### src/rtl/ile_pkg.sv
// shared types and constants for the indexed list engine
package ile_pkg;

   // default list depth and fixed field widths
   localparam int DEPTH_DEFAULT = 64;
   localparam int WORD_W        = 32;
   localparam int POS_W         = 7;
   localparam int COUNT_W       = 7;
   // index width carried to the cells, wide enough for any depth up to 1024
   localparam int CMD_IDX_W     = 11;

   typedef enum logic [2:0] {
      ACT_PUSH   = 3'd0,
      ACT_APPEND = 3'd1,
      ACT_POP    = 3'd2,
      ACT_GET    = 3'd3,
      ACT_PUT    = 3'd4,
      ACT_INSERT = 3'd5,
      ACT_DELETE = 3'd6,
      ACT_CLEAR  = 3'd7
   } action_type;

   typedef enum logic [1:0] {
      ST_OK    = 2'd0,
      ST_EMPTY = 2'd1,
      ST_FULL  = 2'd2,
      ST_RANGE = 2'd3
   } status_type;

   typedef enum logic [1:0] {
      CELL_HOLD       = 2'd0,
      CELL_SHIFT_UP   = 2'd1,
      CELL_SHIFT_DOWN = 2'd2,
      CELL_WRITE      = 2'd3
   } cell_op_type;

   typedef struct packed {
      action_type               action;
      logic [POS_W-1:0]         position;
      logic signed [WORD_W-1:0] value;
   } req_beat_type;

   typedef struct packed {
      logic signed [WORD_W-1:0] read_value;
      logic [COUNT_W-1:0]       count;
      logic                     is_empty;
      status_type               status;
   } rsp_beat_type;

   // broadcast from the controller to every cell
   typedef struct packed {
      logic                     load;
      cell_op_type              op;
      logic [CMD_IDX_W-1:0]     idx;
      logic                     rd_en;
      logic [CMD_IDX_W-1:0]     rd_idx;
      logic signed [WORD_W-1:0] value;
   } cell_cmd_type;

endpackage

### src/rtl/ile_cell.sv
// one list slot: holds a word, shifts with its neighbors, offers a read slice
module ile_cell #(
   parameter int INDEX = 0
) (
   input  logic                             clock,
   input  ile_pkg::cell_cmd_type            cmd,
   input  logic signed [ile_pkg::WORD_W-1:0] left_word,
   input  logic signed [ile_pkg::WORD_W-1:0] right_word,
   output logic signed [ile_pkg::WORD_W-1:0] word,
   output logic signed [ile_pkg::WORD_W-1:0] rd_slice
);

   localparam logic [ile_pkg::CMD_IDX_W-1:0] MY_IDX = ile_pkg::CMD_IDX_W'(INDEX);

   logic signed [ile_pkg::WORD_W-1:0] word_ff, word_in;
   logic signed [ile_pkg::WORD_W-1:0] rd_ff, rd_in;

   // next word from the broadcast operation
   always_comb begin
      word_in = word_ff;
      case (cmd.op)
         ile_pkg::CELL_SHIFT_UP: begin
            if (MY_IDX > cmd.idx) begin
               word_in = left_word;
            end else if (MY_IDX == cmd.idx) begin
               word_in = cmd.value;
            end
         end
         ile_pkg::CELL_SHIFT_DOWN: begin
            if (MY_IDX >= cmd.idx) begin
               word_in = right_word;
            end
         end
         ile_pkg::CELL_WRITE: begin
            if (MY_IDX == cmd.idx) begin
               word_in = cmd.value;
            end
         end
         default: begin
            word_in = word_ff;
         end
      endcase
   end

   // read slice is this word when selected, else zero
   always_comb begin
      rd_in = '0;
      if (cmd.rd_en && (MY_IDX == cmd.rd_idx)) begin
         rd_in = word_ff;
      end
   end

   always_ff @(posedge clock) begin
      if (cmd.load) begin
         word_ff <= word_in;
         rd_ff   <= rd_in;
      end
   end

   assign word     = word_ff;
   assign rd_slice = rd_ff;

endmodule

### config.mk
export PLATFORM = sky130hd
export DESIGN_NAME = ile_cell
export DESIGN_NICKNAME = d
export VERILOG_FILES = /design/src/rtl/ile_pkg.sv /design/src/rtl/ile_cell.sv
export SDC_FILE = /design/constraint.sdc
export NUM_CORES = 1
export LEC_CHECK = 0
export BUFFER_PORTS_ARGS = -buffer_cell sky130_fd_sc_hd__buf_2
export CAP_MARGIN = 10
export CORE_ASPECT_RATIO = 1.4
export CORE_MARGIN = 3
export CORE_UTILIZATION = 47
export CTS_CLUSTER_DIAMETER = 40
export DETAILED_ROUTE_END_ITERATION = 8
export GPL_TIMING_DRIVEN = 0
export PLACE_DENSITY = 0.9
export SYNTH_ARGS = -nofsm -noshare
export SYNTH_HDL_FRONTEND = slang
export SYNTH_SLANG_ARGS = --single-unit
export TNS_END_PERCENT = 1
### constraint.sdc
create_clock -name clock -period 5.9 [get_ports clock]
set_input_delay 1.18 -clock clock [delete_from_list [all_inputs] [get_ports clock]]
set_output_delay 1.18 -clock clock [all_outputs]
set_load 0.01 [all_outputs]
Word-level counts from Yosys, hierarchy flattened
Index checks and enable logic that the tools add are counted.
{"block": "word_totals", "ff_bits": 64, "out_inout_bits": 64, "wordCells": 17, "inputBits": 123}
{"block": "classes", "magnitude_cmp": 2, "n_eq_ne": 4, "n_mux": 4, "reduce_logical": 5}
{"cell": "$mux 32", "count": 3}
{"cell": "$pmux 32 s3", "count": 1}
{"cell": "$logic_not 11->1", "count": 2}
{"cell": "$ge 1x11->1 const A", "count": 1}
{"cell": "$gt 1x11->1 const A", "count": 1}
{"cell": "$eq 2x2->1 const B", "count": 2}
{"cell": "$reduce_and 3->1", "count": 1}
{"cell": "$reduce_bool 3->1", "count": 1}
{"cell": "$eq 2x1->1 const B", "count": 1}
{"cell": "$ne 2x2->1 const B", "count": 1}
{"cell": "$logic_and 1x1->1", "count": 1}

Longest topological paths before layout
Gate-level depths: netlist of the first run.
{"block": "depth", "depth_word": 4, "ltp_mapped": 5, "ltp_nobuf": 3}

Worst setup path before layout of the first run
No wires, ideal clock.
{"block": "synth_timing", "kind": "input-to-reg", "from": "in cmd[44] (netlist bit)", "to": "reg word_ff, in the netlist word[0] (enable)", "n_path_buf": 0, "t_required_ps": 5475, "cell_stages": 3, "setup_time_ps": 425, "arrival_time_ps": 3158, "slack_ps": 2317, "cell_sequence": "nor3_1 a41oi_1 nor2b_1"}
{"block": "synth_between", "elab_chain_len": 3}
{"element": "start, declared", "line_no": "ile_cell.sv:6", "rtl": "input ile_pkg::cell_cmd_type cmd,"}
{"element": "$ge 1x11->1", "line_no": "ile_cell.sv:30", "rtl": "if (MY_IDX >= cmd.idx) begin"}
{"element": "$ne 2x2->1 (no line)"}
{"element": "$reduce_and 3->1 (no line)"}
{"element": "end signal, assigned", "line_no": "ile_cell.sv:55", "rtl": "word_ff <= word_in;"}
{"element": "end, declared", "line_no": "ile_cell.sv:15", "rtl": "logic signed [ile_pkg::WORD_W-1:0] word_ff, word_in;"}
Every way passes these cells.
A chain may end at the register's enable or synchronous reset.

Worst setup path after layout of the first run
{"block": "layout_timing", "from": "in cmd[44] (netlist bit)", "to": "reg word_ff, in the netlist word[15] (enable)"}
The elaborated chain is that of the path after synthesis.

==> results of run 1 <==
cell type report:
cell class              instances  area, um2  area share
flip-flops and latches         64       1920       0.459
multi-input cells             107       1160       0.278
repair buffers                154        771       0.184
clock buffers                  10        128      0.0305
well taps                      72       90.1      0.0215
plain buffers                  10       63.8      0.0153
clock inverters                 5       48.8      0.0117
layer usage:
layer	vias up	part of all wire	track usage
met5	-	0	0
met4	0	0.026	0.101
met3	13	0.070	0.0576
met2	102	0.55	0.363
met1	998	0.35	0.189
li1	1014	-	-
synthesized netlist by cell type (2+ instances only):
cell type	count	share of area
and2_1	32	0.064
buf_2	3	0.0048
buf_6	3	0.011
clkbuf_1	4	0.0048
edfxtp_1	64	0.61
mux2_2	34	0.12
mux2_4	30	0.14
nor2b_1	2	0.0040
nor4_1	2	0.0040
nor4_4	2	0.014
state kept, by name (all words and copies together), names as in the netlist:
register	count
rd_slice	32
word	32
cells by family after synthesis:
logic type / after synthesis / synth area share
buffers and inverters: 10 / 0.0203
AND/OR/NAND/NOR: 42 / 0.0992
AO/OA/AOI/OAI: 1 / 0.00279
flip-flops: 64 / 0.612
multiplexers: 64 / 0.265
power groups by stage:
stage	clock network, uW	logic [uW]	registers (uW)
after floorplan	0	48.6	549
after global placement	0	114	539
after detailed placement	0	120	540
after CTS	355	120	530
after global routing	378	128	532
final	351	119	530
per-stage QoR:
stage,total power (uW),cells
2_1_floorplan,597,181
3_3_place_gp,653,407
3_5_place_dp,660,407
4_1_cts,1010,422
5_1_grt,1040,422
6_report,1000,422
final timing paths:
kind / depth (start not counted) / start / slack (ns) / to
hold reg to reg: 1 / word[25] / 0.57 / rd_slice[25]
hold / removal: 1 / word[25] / 0.57 / rd_slice[25]
setup reg to reg: 2 / word[0] / 4.68 / word[0]
setup / recovery: 4 / cmd[44] / 3.09 / word[15]
==> results.toml, run 1 <==
[clock_tree]
clock_sinks = 64
ctsHoldBuffers = 0
clk_pin_slew_ns = 0.07
postCtsSetupRepairBufs = 0
cts_htree_levels = 3
cts_resized = 0
clkLatencyLatePin_ns = 0.33
clk_path_buf_depth = 2
root_buffer = "clkbuf_8"
numCtsBuffers = 9
cts_tree = "yes"

[floorplanning]
initial_core_util = 0.495
num_rows = 34
die_w_um = 75.1
ios = 187
dieHeight_um = 103
die_area_um2 = 7710
core_area_um2 = 6340

[timing]
grt_setup_unrepaired = "no"
finalSetupViolCount = 0
slew_headroom = 0.350
hold_viol_final = 0
whs_ns = 0.569
skew_ns = 0.00630
max_slew.worst_pin.slew_ns = 0.973
finalCritPeriodShare = 0.477
setup_ws_ns = 3.09
finalCriticalPeriod_ns = 2.81
max_freq_ghz = 0.356
maxSlewViolCount = 0
tns_ns = 0

[final_layout]
num-nets-final = 469
fillers = 462
final_common_cell = "buf_2"
final_cell_mix = "buf_2 (157), edfxtp_1 (64), mux2_2 (34)"
fin_area_um2 = 4180
drive_gt1_frac = 0.689
area.growth.synth_to_final_pct = 33.3
diodes = 0
final_util = 0.660

[setup_path]
critPathKind = "input port to flip-flop"
cp.arrival_ns = 2.76
cp_num_buf_inv = 1
cp_max_fo = 32
crit_family = "simple AND/OR/NAND/NOR gates"
start_kind = "input port"
crit_required_ns = 5.85
slowest_delay_ns = 0.82
crit_chain = "buf_2 > nor3_1 > a41oi_1 > nor2b_4"
cp_slowest_cell = "nor2b_4"
endpoint_kind = "flip-flop"

[power]
p_sw_uw = 220
seq_power_share = 0.530
power_frac_clock = 0.351
swShare = 0.220
p_leak_uw = 0.00195
power_density_nw_per_um2 = 239
p_comb_frac = 0.119
intPower_uw = 780
peakVddDrop_mv = 0.154

[global_routing]
grtUsageTotal = 0.196
grt_pass1_vias = 2306
grt_pass1_wl_mm = 10.9
overflow = 0
antenna_found_initial = 0
grt_max_degree = 34

[route]
wirelength_mm = 7.42
viasPerCell = 5.04
drc = 0
vias = 2127
drtIter0Drc = 110
firstDrtPassIters = 4
ant_nets = 0
post_drt_wl_per_cell_um = 17.6

[place]
place_congestion = 0.766
dp_hpwl_mm = 5.62
place_area_um2 = 4010
numPortBuffers = 154
dp_slack_ns = 2.73

[logic_synthesis]
synth_ff_type = "edfxtp_1"
async_reset_ff_frac = 0
ys_warn_count = 0
syn_area_um2 = 3140
syn-num-nets = 304
synth_edf_count = 64
synth_cell_types = 15
synth.avg_cell_area_um2 = 17.3
synthCells = 181
ys_seq_area_frac = 0.612
ys_ff_latch = 64

[job]
cap_violations = 0

[status]
outcome = "completed"

[hold_path]
min_path_type = "flip-flop to flip-flop"
Power figures use the tool's default switching activity.
==> inputs of run 2 (changes only) <==
--- a/config.mk
+++ b/config.mk
@@ -9,11 +9,11 @@
 export CAP_MARGIN = 10
 export CORE_ASPECT_RATIO = 1.4
 export CORE_MARGIN = 3
-export CORE_UTILIZATION = 47
+export CORE_UTILIZATION = 39
 export CTS_CLUSTER_DIAMETER = 40
 export DETAILED_ROUTE_END_ITERATION = 8
 export GPL_TIMING_DRIVEN = 0
-export PLACE_DENSITY = 0.9
+export PLACE_DENSITY = 0.8
 export SYNTH_ARGS = -nofsm -noshare
 export SYNTH_HDL_FRONTEND = slang
 export SYNTH_SLANG_ARGS = --single-unit
==> constraint.sdc (replaced) <==
create_clock -name clock -period 2.3 [get_ports clock]
set_input_delay 0.46 -clock clock [delete_from_list [all_inputs] [get_ports clock]]
set_output_delay 0.46 -clock clock [all_outputs]
set_load 0.01 [all_outputs]
==> results.toml, run 2 (synthesis results as in run 1) <==
[floorplanning]
die_w_um = 81.8
dieHeight_um = 112
ios = 187
initial_core_util = 0.403
num_rows = 38
die_area_um2 = 9180
core_area_um2 = 7800

[global_routing]
overflow = 0
grt_pass1_wl_mm = 11.0
grt_pass1_vias = 2197
grtUsageTotal = 0.164
antenna_found_initial = 1
grt_max_degree = 34

[power]
p_comb_frac = 0.124
peakVddDrop_mv = 0.265
intPower_uw = 1900
swShare = 0.220
p_sw_uw = 534
power_frac_clock = 0.316
p_leak_uw = 0.00193
finalPower_uw = 2430
power_density_nw_per_um2 = 580
seq_power_share = 0.560

[setup_path]
rr_startpoint = "word[13]"
crit_chain = "buf_2 > nor3_1 > a41oi_1 > nor2b_4"
cp_num_buf_inv = 1
cp_slowest_cell = "nor2b_4"
endpoint_kind = "flip-flop"
cp.arrival_ns = 2.02
crit_required_ns = 2.25
critPathKind = "input port to flip-flop"
cp-endpoint = "word[11]"
crit_family = "simple AND/OR/NAND/NOR gates"
timing.rr.end = "word[13]"
path_depth = 4
cp_max_fo = 32
r2r_slack_ns = 1.09
start_kind = "input port"
slowest_delay_ns = 0.79
startpoint = "cmd[44]"
rr_worst_depth = 2

[timing]
hold_viol_final = 0
max_freq_ghz = 0.484
grt_setup_unrepaired = "no"
maxSlewViolCount = 0
skew_ns = 0.00564
max_slew.worst_pin.slew_ns = 0.947
finalCriticalPeriod_ns = 2.07
finalSetupViolCount = 0
slew_headroom = 0.367
finalCritPeriodShare = 0.899

[final_layout]
area.growth.synth_to_final_pct = 33.4
num-nets-final = 469
final_util = 0.537
drive_gt1_frac = 0.677
final_common_cell = "buf_2"
diodes = 0
final_cell_mix = "buf_2 (157), edfxtp_1 (64), mux2_2 (34)"

[route]
vias = 2114
firstDrtPassIters = 6
drc = 0
drtIter0Drc = 61
viasPerCell = 4.70
wirelength_mm = 7.25
post_drt_wl_per_cell_um = 16.1
ant_nets = 0

[clock_tree]
ctsHoldBuffers = 0
cts_resized = 0
root_buffer = "clkbuf_8"
clk_path_buf_depth = 2
cts_htree_levels = 3
clkLatencyLatePin_ns = 0.33
postCtsSetupRepairBufs = 0
cts_tree = "yes"
clock_sinks = 64
numCtsBuffers = 9
clk_pin_slew_ns = 0.07

[place]
dp_hpwl_mm = 5.60
place_congestion = 0.754
numPortBuffers = 154

[job]
cap_violations = 0

[hold_path]
min_from = "cmd[26]"
min_path_type = "input port to flip-flop"

[status]
outcome = "completed"
-- run 2: changes by cell type in the layout (fill, tap and decap cells not counted) --
| cell | before | now |
|---|---|---|
| bufinv_16 | 1 | 0 |
| clkinv_2 | 3 | 0 |
| clkbuf_1 | 5 | 8 |
| clkinv_1 | 1 | 2 |
-- run 2: worst min path at each step --
| stage | slack (ns) | cells after the start | to |
|---|---|---|---|
| final | 0.43 | 2 | word[26] |
| after global routing | 0.40 | 2 | word[26] |
| after CTS | 0.40 | 2 | word[18] |
| after detailed placement | 0.56 | 1 | rd_slice[2] |
| after global placement | 0.55 | 1 | rd_slice[2] |
| after floorplan | 0.57 | 0 | rd_slice[0] |
-- run 2: area by class of cell --
class	count	area, um2
buffer	10	63.8
clock buffer	13	139
clock inverter	2	7.51
fill	698	3610
multi-input combinational	107	1160
sequential	64	1920
tap	100	125
timing repair buffer	154	771
-- run 2: power groups by stage --
stage / Combinational (uW) / Clock, uW / Sequential, uW
finish: 301 / 767 / 1360
detailed placement: 305 / 0 / 1390
global route: 328 / 848 / 1370
CTS: 306 / 795 / 1360
floorplan: 125 / 0 / 1410
global placement: 295 / 0 / 1380
-- run 2: per-stage QoR --
stage | hold slack, ns | worst slack (ns) | instances | cell area, um2 | setup TNS (ns)
3_3_place_gp | 0.553 | -0.625 | 435 | 4040 | -19.92
6_report | 0.426 | 0.232 | 450 | 4190 | 0
5_1_grt | 0.401 | 0.113 | 450 | 4190 | 0
3_5_place_dp | 0.562 | -0.135 | 435 | 4040 | -4.24
4_1_cts | 0.404 | 0.208 | 450 | 4190 | 0
2_1_floorplan | 0.572 | 0.0195 | 181 | 3140 | 0
-- run 2: worst reg2reg max path, stage by stage (launching register included) --
cell and delay (ns):
edfxtp_1 0.42, mux2_2 0.29, mux2_4 0.26
-- run 2: layer usage --
metal	vias to the layer above	routed length, um	part of all wire	GRT usage
met2	84	3850	0.53	0.276
met1	1000	2700	0.37	0.183
met5	-	10	0.0014	0
met3	15	487	0.067	0.0482
met4	2	197	0.027	0.0854
li1	1013	-	-	-
