[src/rtl/ile_pkg.sv]
// shared types and constants for the indexed list engine
package ile_pkg;

   // default list depth and fixed field widths
   localparam int DEPTH_DEFAULT = 64;
   localparam int WORD_W        = 32;
   localparam int POS_W         = 7;
   localparam int COUNT_W       = 7;
   // index width carried to the cells, wide enough for any depth up to 1024
   localparam int CMD_IDX_W     = 11;

   typedef enum logic [2:0] {
      ACT_PUSH   = 3'd0,
      ACT_APPEND = 3'd1,
      ACT_POP    = 3'd2,
      ACT_GET    = 3'd3,
      ACT_PUT    = 3'd4,
      ACT_INSERT = 3'd5,
      ACT_DELETE = 3'd6,
      ACT_CLEAR  = 3'd7
   } action_type;

   typedef enum logic [1:0] {
      ST_OK    = 2'd0,
      ST_EMPTY = 2'd1,
      ST_FULL  = 2'd2,
      ST_RANGE = 2'd3
   } status_type;

   typedef enum logic [1:0] {
      CELL_HOLD       = 2'd0,
      CELL_SHIFT_UP   = 2'd1,
      CELL_SHIFT_DOWN = 2'd2,
      CELL_WRITE      = 2'd3
   } cell_op_type;

   typedef struct packed {
      action_type               action;
      logic [POS_W-1:0]         position;
      logic signed [WORD_W-1:0] value;
   } req_beat_type;

   typedef struct packed {
      logic signed [WORD_W-1:0] read_value;
      logic [COUNT_W-1:0]       count;
      logic                     is_empty;
      status_type               status;
   } rsp_beat_type;

   // broadcast from the controller to every cell
   typedef struct packed {
      logic                     load;
      cell_op_type              op;
      logic [CMD_IDX_W-1:0]     idx;
      logic                     rd_en;
      logic [CMD_IDX_W-1:0]     rd_idx;
      logic signed [WORD_W-1:0] value;
   } cell_cmd_type;

endpackage

[src/rtl/ile_ctrl.sv]
// request decode, entry count and result register
module ile_ctrl #(
   parameter int DEPTH = ile_pkg::DEPTH_DEFAULT
) (
   input  logic                              clock,
   input  logic                              reset,
   input  logic                              req_valid,
   output logic                              req_stall,
   input  ile_pkg::req_beat_type             req_data,
   output logic                              rsp_valid,
   input  logic                              rsp_stall,
   output ile_pkg::rsp_beat_type             rsp_data,
   output ile_pkg::cell_cmd_type             cmd,
   input  logic signed [ile_pkg::WORD_W-1:0] rd_word
);

   localparam int CNT_W = $clog2(DEPTH + 1);
   localparam int IW    = ile_pkg::CMD_IDX_W;
   localparam logic [CNT_W-1:0] DEPTH_C = CNT_W'(DEPTH);

   logic [CNT_W-1:0]       count_ff, count_in;
   logic                   busy_ff;
   ile_pkg::status_type    status_ff, status_in;
   logic                   rsp_valid_ff;
   ile_pkg::rsp_beat_type  rsp_data_ff;

   logic             accept;
   logic             advance;
   logic             full;
   logic             empty;
   logic [IW-1:0]    pos_ext;
   logic [IW-1:0]    pos_m1;
   logic [IW-1:0]    cnt_ext;
   logic             pos_bad;
   logic             ins_pos_bad;
   ile_pkg::cell_op_type op;
   logic [IW-1:0]    idx;
   logic             rd_en;

   // handshake: one request in flight, output register decouples the receiver
   assign req_stall = busy_ff;
   assign accept    = req_valid & ~req_stall;
   assign advance   = busy_ff & (~rsp_valid_ff | ~rsp_stall);

   // position checks against the current length
   assign full        = (count_ff >= DEPTH_C);
   assign empty       = (count_ff == '0);
   assign pos_ext     = IW'(req_data.position);
   assign pos_m1      = pos_ext - IW'(1);
   assign cnt_ext     = IW'(count_ff);
   assign pos_bad     = (pos_ext == '0) || (pos_ext > cnt_ext);
   assign ins_pos_bad = (pos_ext == '0) || (pos_ext > (cnt_ext + IW'(1)));

   // decode the action into a cell operation, new length and status
   always_comb begin
      op        = ile_pkg::CELL_HOLD;
      idx       = '0;
      rd_en     = 1'b0;
      count_in  = count_ff;
      status_in = ile_pkg::ST_OK;
      case (req_data.action)
         ile_pkg::ACT_PUSH: begin
            if (full) begin
               status_in = ile_pkg::ST_FULL;
            end else begin
               op       = ile_pkg::CELL_SHIFT_UP;
               count_in = count_ff + CNT_W'(1);
            end
         end
         ile_pkg::ACT_APPEND: begin
            if (full) begin
               status_in = ile_pkg::ST_FULL;
            end else begin
               op       = ile_pkg::CELL_WRITE;
               idx      = cnt_ext;
               count_in = count_ff + CNT_W'(1);
            end
         end
         ile_pkg::ACT_POP: begin
            if (empty) begin
               status_in = ile_pkg::ST_EMPTY;
            end else begin
               op       = ile_pkg::CELL_SHIFT_DOWN;
               rd_en    = 1'b1;
               count_in = count_ff - CNT_W'(1);
            end
         end
         ile_pkg::ACT_GET: begin
            if (empty) begin
               status_in = ile_pkg::ST_EMPTY;
            end else if (pos_bad) begin
               status_in = ile_pkg::ST_RANGE;
            end else begin
               rd_en = 1'b1;
            end
         end
         ile_pkg::ACT_PUT: begin
            if (empty) begin
               status_in = ile_pkg::ST_EMPTY;
            end else if (pos_bad) begin
               status_in = ile_pkg::ST_RANGE;
            end else begin
               op  = ile_pkg::CELL_WRITE;
               idx = pos_m1;
            end
         end
         ile_pkg::ACT_INSERT: begin
            if (full) begin
               status_in = ile_pkg::ST_FULL;
            end else if (ins_pos_bad) begin
               status_in = ile_pkg::ST_RANGE;
            end else begin
               op       = ile_pkg::CELL_SHIFT_UP;
               idx      = pos_m1;
               count_in = count_ff + CNT_W'(1);
            end
         end
         ile_pkg::ACT_DELETE: begin
            if (empty) begin
               status_in = ile_pkg::ST_EMPTY;
            end else if (pos_bad) begin
               status_in = ile_pkg::ST_RANGE;
            end else begin
               op       = ile_pkg::CELL_SHIFT_DOWN;
               idx      = pos_m1;
               count_in = count_ff - CNT_W'(1);
            end
         end
         default: begin
            count_in = '0;
         end
      endcase
   end

   // broadcast to the cells, only on an accepted beat
   always_comb begin
      cmd.load   = accept;
      cmd.op     = accept ? op : ile_pkg::CELL_HOLD;
      cmd.idx    = idx;
      cmd.rd_en  = accept & rd_en;
      cmd.rd_idx = (req_data.action == ile_pkg::ACT_GET) ? pos_m1 : '0;
      cmd.value  = req_data.value;
   end

   // control state
   always_ff @(posedge clock) begin
      if (reset) begin
         count_ff     <= '0;
         busy_ff      <= 1'b0;
         rsp_valid_ff <= 1'b0;
      end else begin
         if (accept) begin
            count_ff <= count_in;
         end
         if (accept) begin
            busy_ff <= 1'b1;
         end else if (advance) begin
            busy_ff <= 1'b0;
         end
         if (advance) begin
            rsp_valid_ff <= 1'b1;
         end else if (~rsp_stall) begin
            rsp_valid_ff <= 1'b0;
         end
      end
   end

   // payload registers
   always_ff @(posedge clock) begin
      if (accept) begin
         status_ff <= status_in;
      end
      if (advance) begin
         rsp_data_ff.read_value <= rd_word;
         rsp_data_ff.count      <= ile_pkg::COUNT_W'(count_ff);
         rsp_data_ff.is_empty   <= (count_ff == '0);
         rsp_data_ff.status     <= status_ff;
      end
   end

   assign rsp_valid = rsp_valid_ff;
   assign rsp_data  = rsp_data_ff;

   // length never goes past the depth
   a_count_bound: assert property (@(posedge clock) disable iff (reset)
      count_ff <= DEPTH_C)
      else $error("entry count above depth");

   // a failed request leaves the length alone
   a_err_no_change: assert property (@(posedge clock) disable iff (reset)
      (accept && (status_in != ile_pkg::ST_OK)) |=> (count_ff == $past(count_ff)))
      else $error("length changed on a failed request");

   // an accepted beat is tracked as busy until its result is registered
   a_accept_busy: assert property (@(posedge clock) disable iff (reset)
      accept |=> busy_ff)
      else $error("accepted beat not tracked");

   // no second request while one is in flight
   a_single: assert property (@(posedge clock) disable iff (reset)
      busy_ff |-> !accept)
      else $error("request accepted while busy");

endmodule

[config.mk]
export PLATFORM = sky130hd
export DESIGN_NAME = ile_ctrl
export DESIGN_NICKNAME = d
export VERILOG_FILES = /design/src/rtl/ile_pkg.sv /design/src/rtl/ile_ctrl.sv
export SDC_FILE = /design/constraint.sdc
export NUM_CORES = 1
export LEC_CHECK = 0
export BUFFER_PORTS_ARGS = -buffer_cell sky130_fd_sc_hd__buf_2
export CAP_MARGIN = 0
export CORE_ASPECT_RATIO = 1.2
export CORE_UTILIZATION = 45
export DETAILED_ROUTE_END_ITERATION = 6
export GPL_ROUTABILITY_DRIVEN = 0
export HOLD_SLACK_MARGIN = 0.06
export PLACE_DENSITY = 0.82
export SLEW_MARGIN = 20
export SYNTH_ARGS = -nofsm -noshare
export SYNTH_HDL_FRONTEND = slang
export SYNTH_SLANG_ARGS = --single-unit
[constraint.sdc]
create_clock -name clock -period 5.6 [get_ports clock]
set_input_delay 0.56 -clock clock [delete_from_list [all_inputs] [get_ports clock]]
set_output_delay 0.56 -clock clock [all_outputs]
set_load 0.01 [all_outputs]
# ---- After elaboration in Yosys (flattened, before gate mapping)
# Index checks and enable logic that the tools add are counted.
dict set report totals {
  reg_bits 53
  in_bits 78
  output_inout_bits 102
}
dict set report op_classes {
  addsub 4
  order_cmp 3
  n_eq_ne 13
  muxes 40
  bitwise_logic 8
  reduce_logical 11
}
# operator n
set op_table {}
lappend op_table {{two-way mux 11 bit} 5}
lappend op_table {{two-way mux 7 bit} 7}
lappend op_table {{case mux 7 bit (5 select lines)} 1}
lappend op_table {{case mux 11 bit (3 select lines)} 1}
lappend op_table {{two-way mux 2 bit} 12}
lappend op_table {{inequality test 2 bit, second input constant} 6}
lappend op_table {{case mux 2 bit (6 select lines)} 1}
lappend op_table {{logical NOT 11 bit} 1}
lappend op_table {{two-way mux 1 bit} 11}
lappend op_table {{equality test 3 bit, second input constant} 3}
lappend op_table {{adder 7 x 1 -> 8 bit, second input constant} 1}
lappend op_table {{> comparator 7 x 8 -> 1 bit} 1}
lappend op_table {{case mux 2 bit (4 select lines)} 1}
lappend op_table {{AND reduction 8 bit} 1}
lappend op_table {{subtractor 7 x 1 -> 8 bit, second input constant} 1}
lappend op_table {{adder 7 x 1 -> 7 bit, second input constant} 1}
lappend op_table {{>= comparator 7 bit, second input constant} 1}
lappend op_table {{> comparator 7 bit} 1}
lappend op_table {{logical NOT 7 bit} 1}
lappend op_table {{subtractor 7 x 1 -> 7 bit, second input constant} 1}
lappend op_table {{equality test 3 x 2 -> 1 bit, second input constant} 2}
lappend op_table {{OR reduction 2 bit} 3}
lappend op_table {{NOT 1 bit} 4}
lappend op_table {{AND 1 bit} 3}
lappend op_table {{other kinds (8)} 9}

# ---- Depth between registers and ports, before layout
# Gate-level depths: netlist of the first run.
dict set report logic_depth {
  depth_word 7
  mapped_depth 13
  ltp_nobuf 11
}

# ---- Worst setup path after synthesis of the first run
# OpenSTA, ideal clock, no wires.
dict set report synth_path {
  path_kind {input to register}
  from {input port rsp_stall}
  to {register rsp_data_ff, in the netlist rsp_data[0], enable pin}
  setup_time_ns 0.508
  arrival_time_ns 3.706
  setup_slack_ns 1.386
  cell_stages 1
  path_buffers 0
  path_cell_list {a21boi_0}
}
dict set report synth_via {
  elab_chain_len 3
}
# element line
set synth_rtl {}
lappend synth_rtl {{from (decl)} ile_ctrl.sv:11} ;# input logic rsp_stall,
lappend synth_rtl {{NOT 1 bit} -}
lappend synth_rtl {{OR 1 bit} ile_ctrl.sv:43} ;# assign advance = busy_ff & (~rsp_valid_ff | ~rsp_stall);
lappend synth_rtl {{AND 1 bit} ile_ctrl.sv:43}
lappend synth_rtl {{to (decl)} ile_ctrl.sv:25} ;# ile_pkg::rsp_beat_type rsp_data_ff;
# Every way passes these cells.
# A chain may end at the register's enable or synchronous reset.

==> results of run 1 <==
power breakdown:
part / switching, mW / internal, mW / total (mW)
Sequential: 0.0116 / 0.456 / 0.468
Combinational: 0.0914 / 0.0664 / 0.158
Clock: 0.113 / 0.134 / 0.247
cells by family after synthesis:
| family | count (synthesis) | synth area share [%] |
|---|---|---|
| AO/OA/AOI/OAI | 42 | 9.10 |
| XOR/XNOR | 15 | 4.15 |
| adder cells (fa/ha/maj) | 24 | 9.74 |
| buffers and inverters | 61 | 12.9 |
| flip-flops | 53 | 47.5 |
| multiplexers | 7 | 2.22 |
| AND/OR/NAND/NOR | 92 | 14.4 |
path summary, 6_finish.rpt:
| check | startpoint | slack (ps) | to | cells after the start |
|---|---|---|---|---|
| worst max-delay path | count_ff[2] | 1890 | cmd[51] | 12 |
| worst max register to register | count_ff[2] | 2610 | count_ff[3] | 11 |
| worst min-delay path | status_ff[0] | 430 | rsp_data[0] | 0 |
| worst min register to register | status_ff[0] | 430 | rsp_data[0] | 0 |
state kept, by name (all words and copies together) (netlist names):
name       flops
req_stall      1
rsp_data      42
count_ff       7
rsp_valid      1
status_ff      2
layer usage:
| layer | GRT usage [%] | vias up |
|---|---|---|
| met1 | 20.6 | 1038 |
| li1 | - | 1138 |
| met5 | 0 | - |
| met2 | 30.2 | 152 |
| met3 | 3.11 | 33 |
| met4 | 11.6 | 0 |
worst register-to-register path: cells and delay by family, from the launching register on:
kind / cells / cell delay (ps)
adder cells (fa/ha/maj): 1 / 310
buffers and inverters: 1 / 110
AND/OR/NAND/NOR: 3 / 470
AO/OA/AOI/OAI: 4 / 1090
multiplexers: 1 / 190
flip-flops: 1 / 550
XOR/XNOR: 1 / 160
synth_stat cells (all sizes together), types with 5 or more instances:
cell type   n  area [um^2]
a21oi      14         70.1
buf        44          333
dfxtp       9          180
edfxtp     44         1320
ha         23          288
inv        14         52.6
mux2i       7         70.1
nand2      25         93.8
nand2b     12         75.1
nand3       7         35.0
nor2       23         86.3
nor3        5         25.0
o21ai      12         63.8
xnor2      11         96.3
final cells by class:
cell class                      count  area [um^2]
Inverter                           14         52.6
Tap cell                           87          109
Clock inverter                      2         38.8
Timing Repair Buffer              116          583
Sequential cell                    53         1500
Fill cell                         585         3190
Clock buffer                        6         72.6
Multi-Input combinational cell    180         1260
per-stage QoR:
step                area, um^2  utilization [%]
floorplan                 3160                -
CTS                       3620             53.2
detailed placement        3510             51.5
global placement          3510             51.5
finish                    3620             53.2
global route              3620             53.2
==> results.ini, run 1 <==
[floorplanning]
die_h_um=93.8
core_um2=6810
initial_core_util_pct=46.4
num_io_pins=180
die_area_um2=7370
die_w_um=78.5
rows=33

[placement]
preCtsSetupSlack_ps=2240
hpwlAfterDp_um=5310
portBuffers=115
placed_cells=450

[finish]
final_common_cell=buf_2
drive_above_1_share_pct=35.6
layout_common_cells=115 x buf_2, 44 x edfxtp_1, 25 x nand2_1, 23 x nor2_1, 23 x ha_1
stdcell_count=458
syn_to_final_growth_pct=14.6
diodes=0
fin_nets=472

[pwr]
p_leak_nw=1.61
p_per_area_nw_per_um2=241
max-vdd-ir-drop_uv=138
power.total_mw=0.872

[grt]
gr-usage-all-layers_pct=17.8
grt_max_degree=39
antenna_found_initial=0
grt_pass1_vias=2178
grt_overflow=0
grt_pass1_wl_um=10100

[drt]
antenna_left=0
num_vias=2361
drc=0
wl_per_cell_um=14.5
wl_met1_um=2680
dr_wl_met2_um=3080
top_layer=met4
drt-initial-drc-count=67
dr_wl_met3_um=587
first_pass_iters=4
via_per_inst=5.16
drt_wl_total_um=6640

[timing]
slew_violations=0
clock.fmax_mhz=269
maxSlewHeadroom_pct=40.1
setup-violations-final=0
hold_slack_ps=425
finalHoldViolCount=0
min_period_ps=3710
tns_ps=0
post-route-period-util_pct=66.3
fin_skew_ps=10.4
rsz0062_at_grt=no
worst_slack_ps=1890
worstMarginPinSlew_ps=893

[worst_setup_path]
cp-end-kind=output pin
cpMostUsedCell=a21oi_1
crit_fanout=10
crit_buf_inv=2
cp_cell_sequence=inv_1 > nor3_1 > nand3_1 > xnor2_1 > ha_1 > a21oi_1 > nand2_1 > a211o_1 > a21oi_1 > a21boi_4 > nor2_1 > buf_2
crit_family=compound AO/OA/AOI/OAI gates
crit_path_top_delay_cell=dfxtp_1
arrival_ps=3150
start_kind=register
slowest_delay_ps=550
path_class=reg2out
cp.required_ps=5040

[outcome]
outcome=complete, no violations

[clocking]
cts_root_buf=clkbuf_8
cts.sinks=53
cts_setup_buffers=0
cts_tree=done
h-tree-depth=2
clk_latency_ps=300
ctsResizeCount=0
ctsHoldBuffers=0
cts_max_path_buffers=2
cts.clk_slew.worst_paths_ps=90
cts_buffers=5

[yosys]
syn_nets=396
ys_warn_count=0
avgSynthCellArea_um2=10.8
seq_area_frac_synth_pct=47.5
ys_seq_elements=53
netlist_instances=294
synth_edf_count=44
synth.cell_area_um2=3160
synthFlopType=edfxtp_1
ys_types=43
synthArstFlopShare_pct=0

[min_path]
hold_class=reg2reg

[run]
maxCapViolations=0

(Power assumes the default switching activity.)
==> run 2: changes to the inputs <==
--- a/config.mk
+++ b/config.mk
@@ -5,6 +5,7 @@
 export SDC_FILE = /design/constraint.sdc
 export NUM_CORES = 1
 export LEC_CHECK = 0
+export ABC_AREA = 1
 export BUFFER_PORTS_ARGS = -buffer_cell sky130_fd_sc_hd__buf_2
 export CAP_MARGIN = 0
 export CORE_ASPECT_RATIO = 1.2
@@ -12,7 +13,7 @@
 export DETAILED_ROUTE_END_ITERATION = 6
 export GPL_ROUTABILITY_DRIVEN = 0
 export HOLD_SLACK_MARGIN = 0.06
-export PLACE_DENSITY = 0.82
+export PLACE_DENSITY = 0.81
 export SLEW_MARGIN = 20
 export SYNTH_ARGS = -nofsm -noshare
 export SYNTH_HDL_FRONTEND = slang
==> constraint.sdc (replaced) <==
create_clock -name clock -period 3.8 [get_ports clock]
set_input_delay 0.38 -clock clock [delete_from_list [all_inputs] [get_ports clock]]
set_output_delay 0.38 -clock clock [all_outputs]
set_load 0.01 [all_outputs]
==> run 2 against run 1 <==
Synthesized area increased by 2.8%. Critical path type unchanged. Critical path depth grew 3. Core utilization is 1.2 points higher. Non-clock buffer count unchanged. Via count is 10% higher.
==> results.ini, run 2 <==
[min_path]
hold_class=in2reg

[clocking]
cts.sinks=53  ; unchanged
cts_max_path_buffers=2  ; unchanged
cts_setup_buffers=0  ; unchanged
cts_tree=done
cts_buffers=5  ; unchanged
cts.clk_slew.worst_paths_ps=90  ; about the same
ctsResizeCount=0  ; unchanged
clk_latency_ps=290  ; about the same
cts_root_buf=clkbuf_8
ctsHoldBuffers=0  ; unchanged
h-tree-depth=2  ; unchanged

[timing]
finalHoldViolCount=0  ; unchanged
tns_ps=0  ; unchanged
maxSlewHeadroom_pct=39.8  ; -0.31 points
hold_slack_ps=261  ; -165 ps
worstMarginPinSlew_ps=901  ; +7.98 ps
rsz0062_at_grt=no
post-route-period-util_pct=84.5
clock.fmax_mhz=311
setup-violations-final=0  ; unchanged
worst_slack_ps=589  ; -1300 ps
slew_violations=0  ; unchanged
min_period_ps=3210
fin_skew_ps=2.79  ; -7.58 ps

[drt]
top_layer=met4
antenna_left=0  ; unchanged
wl_met1_um=2800  ; +4.4%
dr_wl_met2_um=3350  ; +8.7%
drt-initial-drc-count=92  ; +37%
drt_wl_total_um=6880  ; +3.7%
first_pass_iters=4  ; unchanged
dr_wl_met3_um=583  ; -0.68%
wl_per_cell_um=13.3  ; -7.9%
drc=0  ; unchanged
num_vias=2606  ; +10%
via_per_inst=5.05  ; -2.0%

[finish]
drive_above_1_share_pct=36.6  ; +1.0 points
fillers=611  ; +4.4%
final_common_cell=buf_2
layout_common_cells=115 x buf_2, 58 x nand2_1, 44 x edfxtp_1, 31 x inv_1, 30 x nor2_1
syn_to_final_growth_pct=15.4
largest_reg_flops=42  ; unchanged
diodes=0  ; unchanged
fin_nets=530  ; +12%
stdcell_count=516  ; +13%

[yosys]
synthArstFlopShare_pct=0  ; unchanged
yosys-top-cells-count=58 x nand2_1, 44 x edfxtp_1, 39 x buf_4
synthFlopType=edfxtp_1
synthTopCellsByArea=edfxtp_1 41%, buf_4 9.0%, ha_1 8.8%
seq_area_frac_synth_pct=46.2  ; -1.3 points
ys_seq_elements=53  ; unchanged
ys_types=35  ; -19%
syn_nets=448  ; +13%
ys_warn_count=0  ; unchanged
synth.most_common_cell=nand2_1
synth_largest_area_cell=edfxtp_1
synth.cell_area_um2=3250  ; +2.8%
avgSynthCellArea_um2=9.40  ; -13%
synth_edf_count=44  ; unchanged
yosys.area.top_type_share_pct=40.6  ; -1.2 points
netlist_instances=346  ; +18%

[grt]
grt_overflow=0  ; unchanged
grt_pass1_wl_um=10400  ; +2.5%
antenna_found_initial=0  ; unchanged
grt_max_degree=31  ; -21%
grt_pass1_vias=2229  ; +2.3%
gr-usage-all-layers_pct=18.0  ; +0.22 points

[worst_setup_path]
crit_family=simple AND/OR/NAND/NOR gates
crit_buf_inv=2  ; unchanged
start_kind=register
cpMostUsedCell=nand2_1
cp_cell_sequence=ha_1 > nand2_1 > nor3_1 > xor2_1 > ha_1 > a21oi_1 > nand2_1 > nand2_1 > nand2_1 > nand2_2 > nand4_1 > nand2_2 > inv_2 > nor2_1 > buf_2
cp-end-kind=output pin
crit_fanout=7  ; -3
cp.required_ps=3420  ; -1620 ps
slowest_delay_ps=480  ; -70 ps
arrival_ps=2830  ; -320 ps
path_class=reg2out
crit_path_top_delay_cell=dfxtp_1

[floorplanning]
die_area_um2=7570  ; +2.8%
rows=33  ; unchanged
core_um2=6900  ; +1.2%
die_h_um=95.1  ; +1.4%
num_io_pins=180  ; unchanged
initial_core_util_pct=47.2  ; +0.75 points
die_w_um=79.6  ; +1.4%

[placement]
hpwlAfterDp_um=5640  ; +6.2%
preCtsSetupSlack_ps=936  ; -1300 ps
placed_cells=508  ; +13%
portBuffers=115  ; unchanged

[pwr]
max-vdd-ir-drop_uv=278  ; +100%
p_leak_nw=1.81  ; +13%
p_per_area_nw_per_um2=379  ; +57%

[outcome]
outcome=complete, no violations

[run]
maxCapViolations=0  ; unchanged

## run 2: changes by cell type in the layout (fill, tap and decap cells not counted), sizes merged, moves of 8 or more
cell / change
xnor2: -8
nand2: +42
nor2: +12
nand3: +13
inv: +28
nand2b: -12
## run 2: power breakdown
group	total, mW	switching, mW	internal [mW]
Clock	0.362	0.164	0.198
Combinational	0.347	0.215	0.131
Sequential	0.713	0.0300	0.683
Total	1.42	0.410	1.01
## run 2: metrics by stage
step / power [mW] / util (%) / cell area [um^2]
CTS: 1.44 / 54.4 / 3750
global route: 1.51 / 54.4 / 3750
global placement: 1.06 / 52.8 / 3640
detailed placement: 1.07 / 52.8 / 3640
floorplan: 0.988 / - / 3250
finish: 1.42 / 54.4 / 3750
## run 2: logic make-up after synthesis
| kind of cell | Yosys count | synth area share (%) |
|---|---|---|
| and+or+nand+nor | 135 | 19.8 |
| buffers and inverters | 83 | 14.5 |
| DFF | 53 | 46.2 |
| AOI/OAI and AO/OA | 39 | 6.81 |
| adders and majority gates | 24 | 9.47 |
| xor gates and xnor gates | 12 | 3.23 |
## run 2: final timing paths
check                from  cells after the start  slack (ps)           end
max           count_ff[0]                     15         590       cmd[54]
min           rd_word[14]                      1         260  rsp_data[24]
max reg2reg   count_ff[0]                     16        1340   count_ff[6]
min reg2reg  status_ff[1]                      0         430   rsp_data[1]
## run 2: per-layer routing
layer,global-route usage [%],vias to the layer above
met2,31.5,131
met4,8.94,0
met1,21.3,1174
met3,3.06,22
met5,0,-
li1,-,1279
## run 2: worst reg2reg max path, stage by stage, from the launching register on
cell,delay (ps)
dfxtp_1,480
ha_1,230
nand2_1,100
nor3_1,230
xor2_1,170
ha_1,270
a21oi_1,150
nand2_1,60
nand2_1,50
nand2_1,60
nand2_2,70
nand2_2,60
nand2_4,150
nand2_2,100
nand2_1,90
nand2_1,50
nor2_1,80
## run 2: layout make-up
cell class | count | area (um^2) | share of cell area (%)
clock inverter | 2 | 38.8 | 1.03
tap | 87 | 109 | 2.90
sequential | 53 | 1500 | 40.0
inverter | 42 | 158 | 4.20
clock buffer | 6 | 72.6 | 1.93
multi-input combinational | 210 | 1290 | 34.4
timing repair buffer | 116 | 583 | 15.5
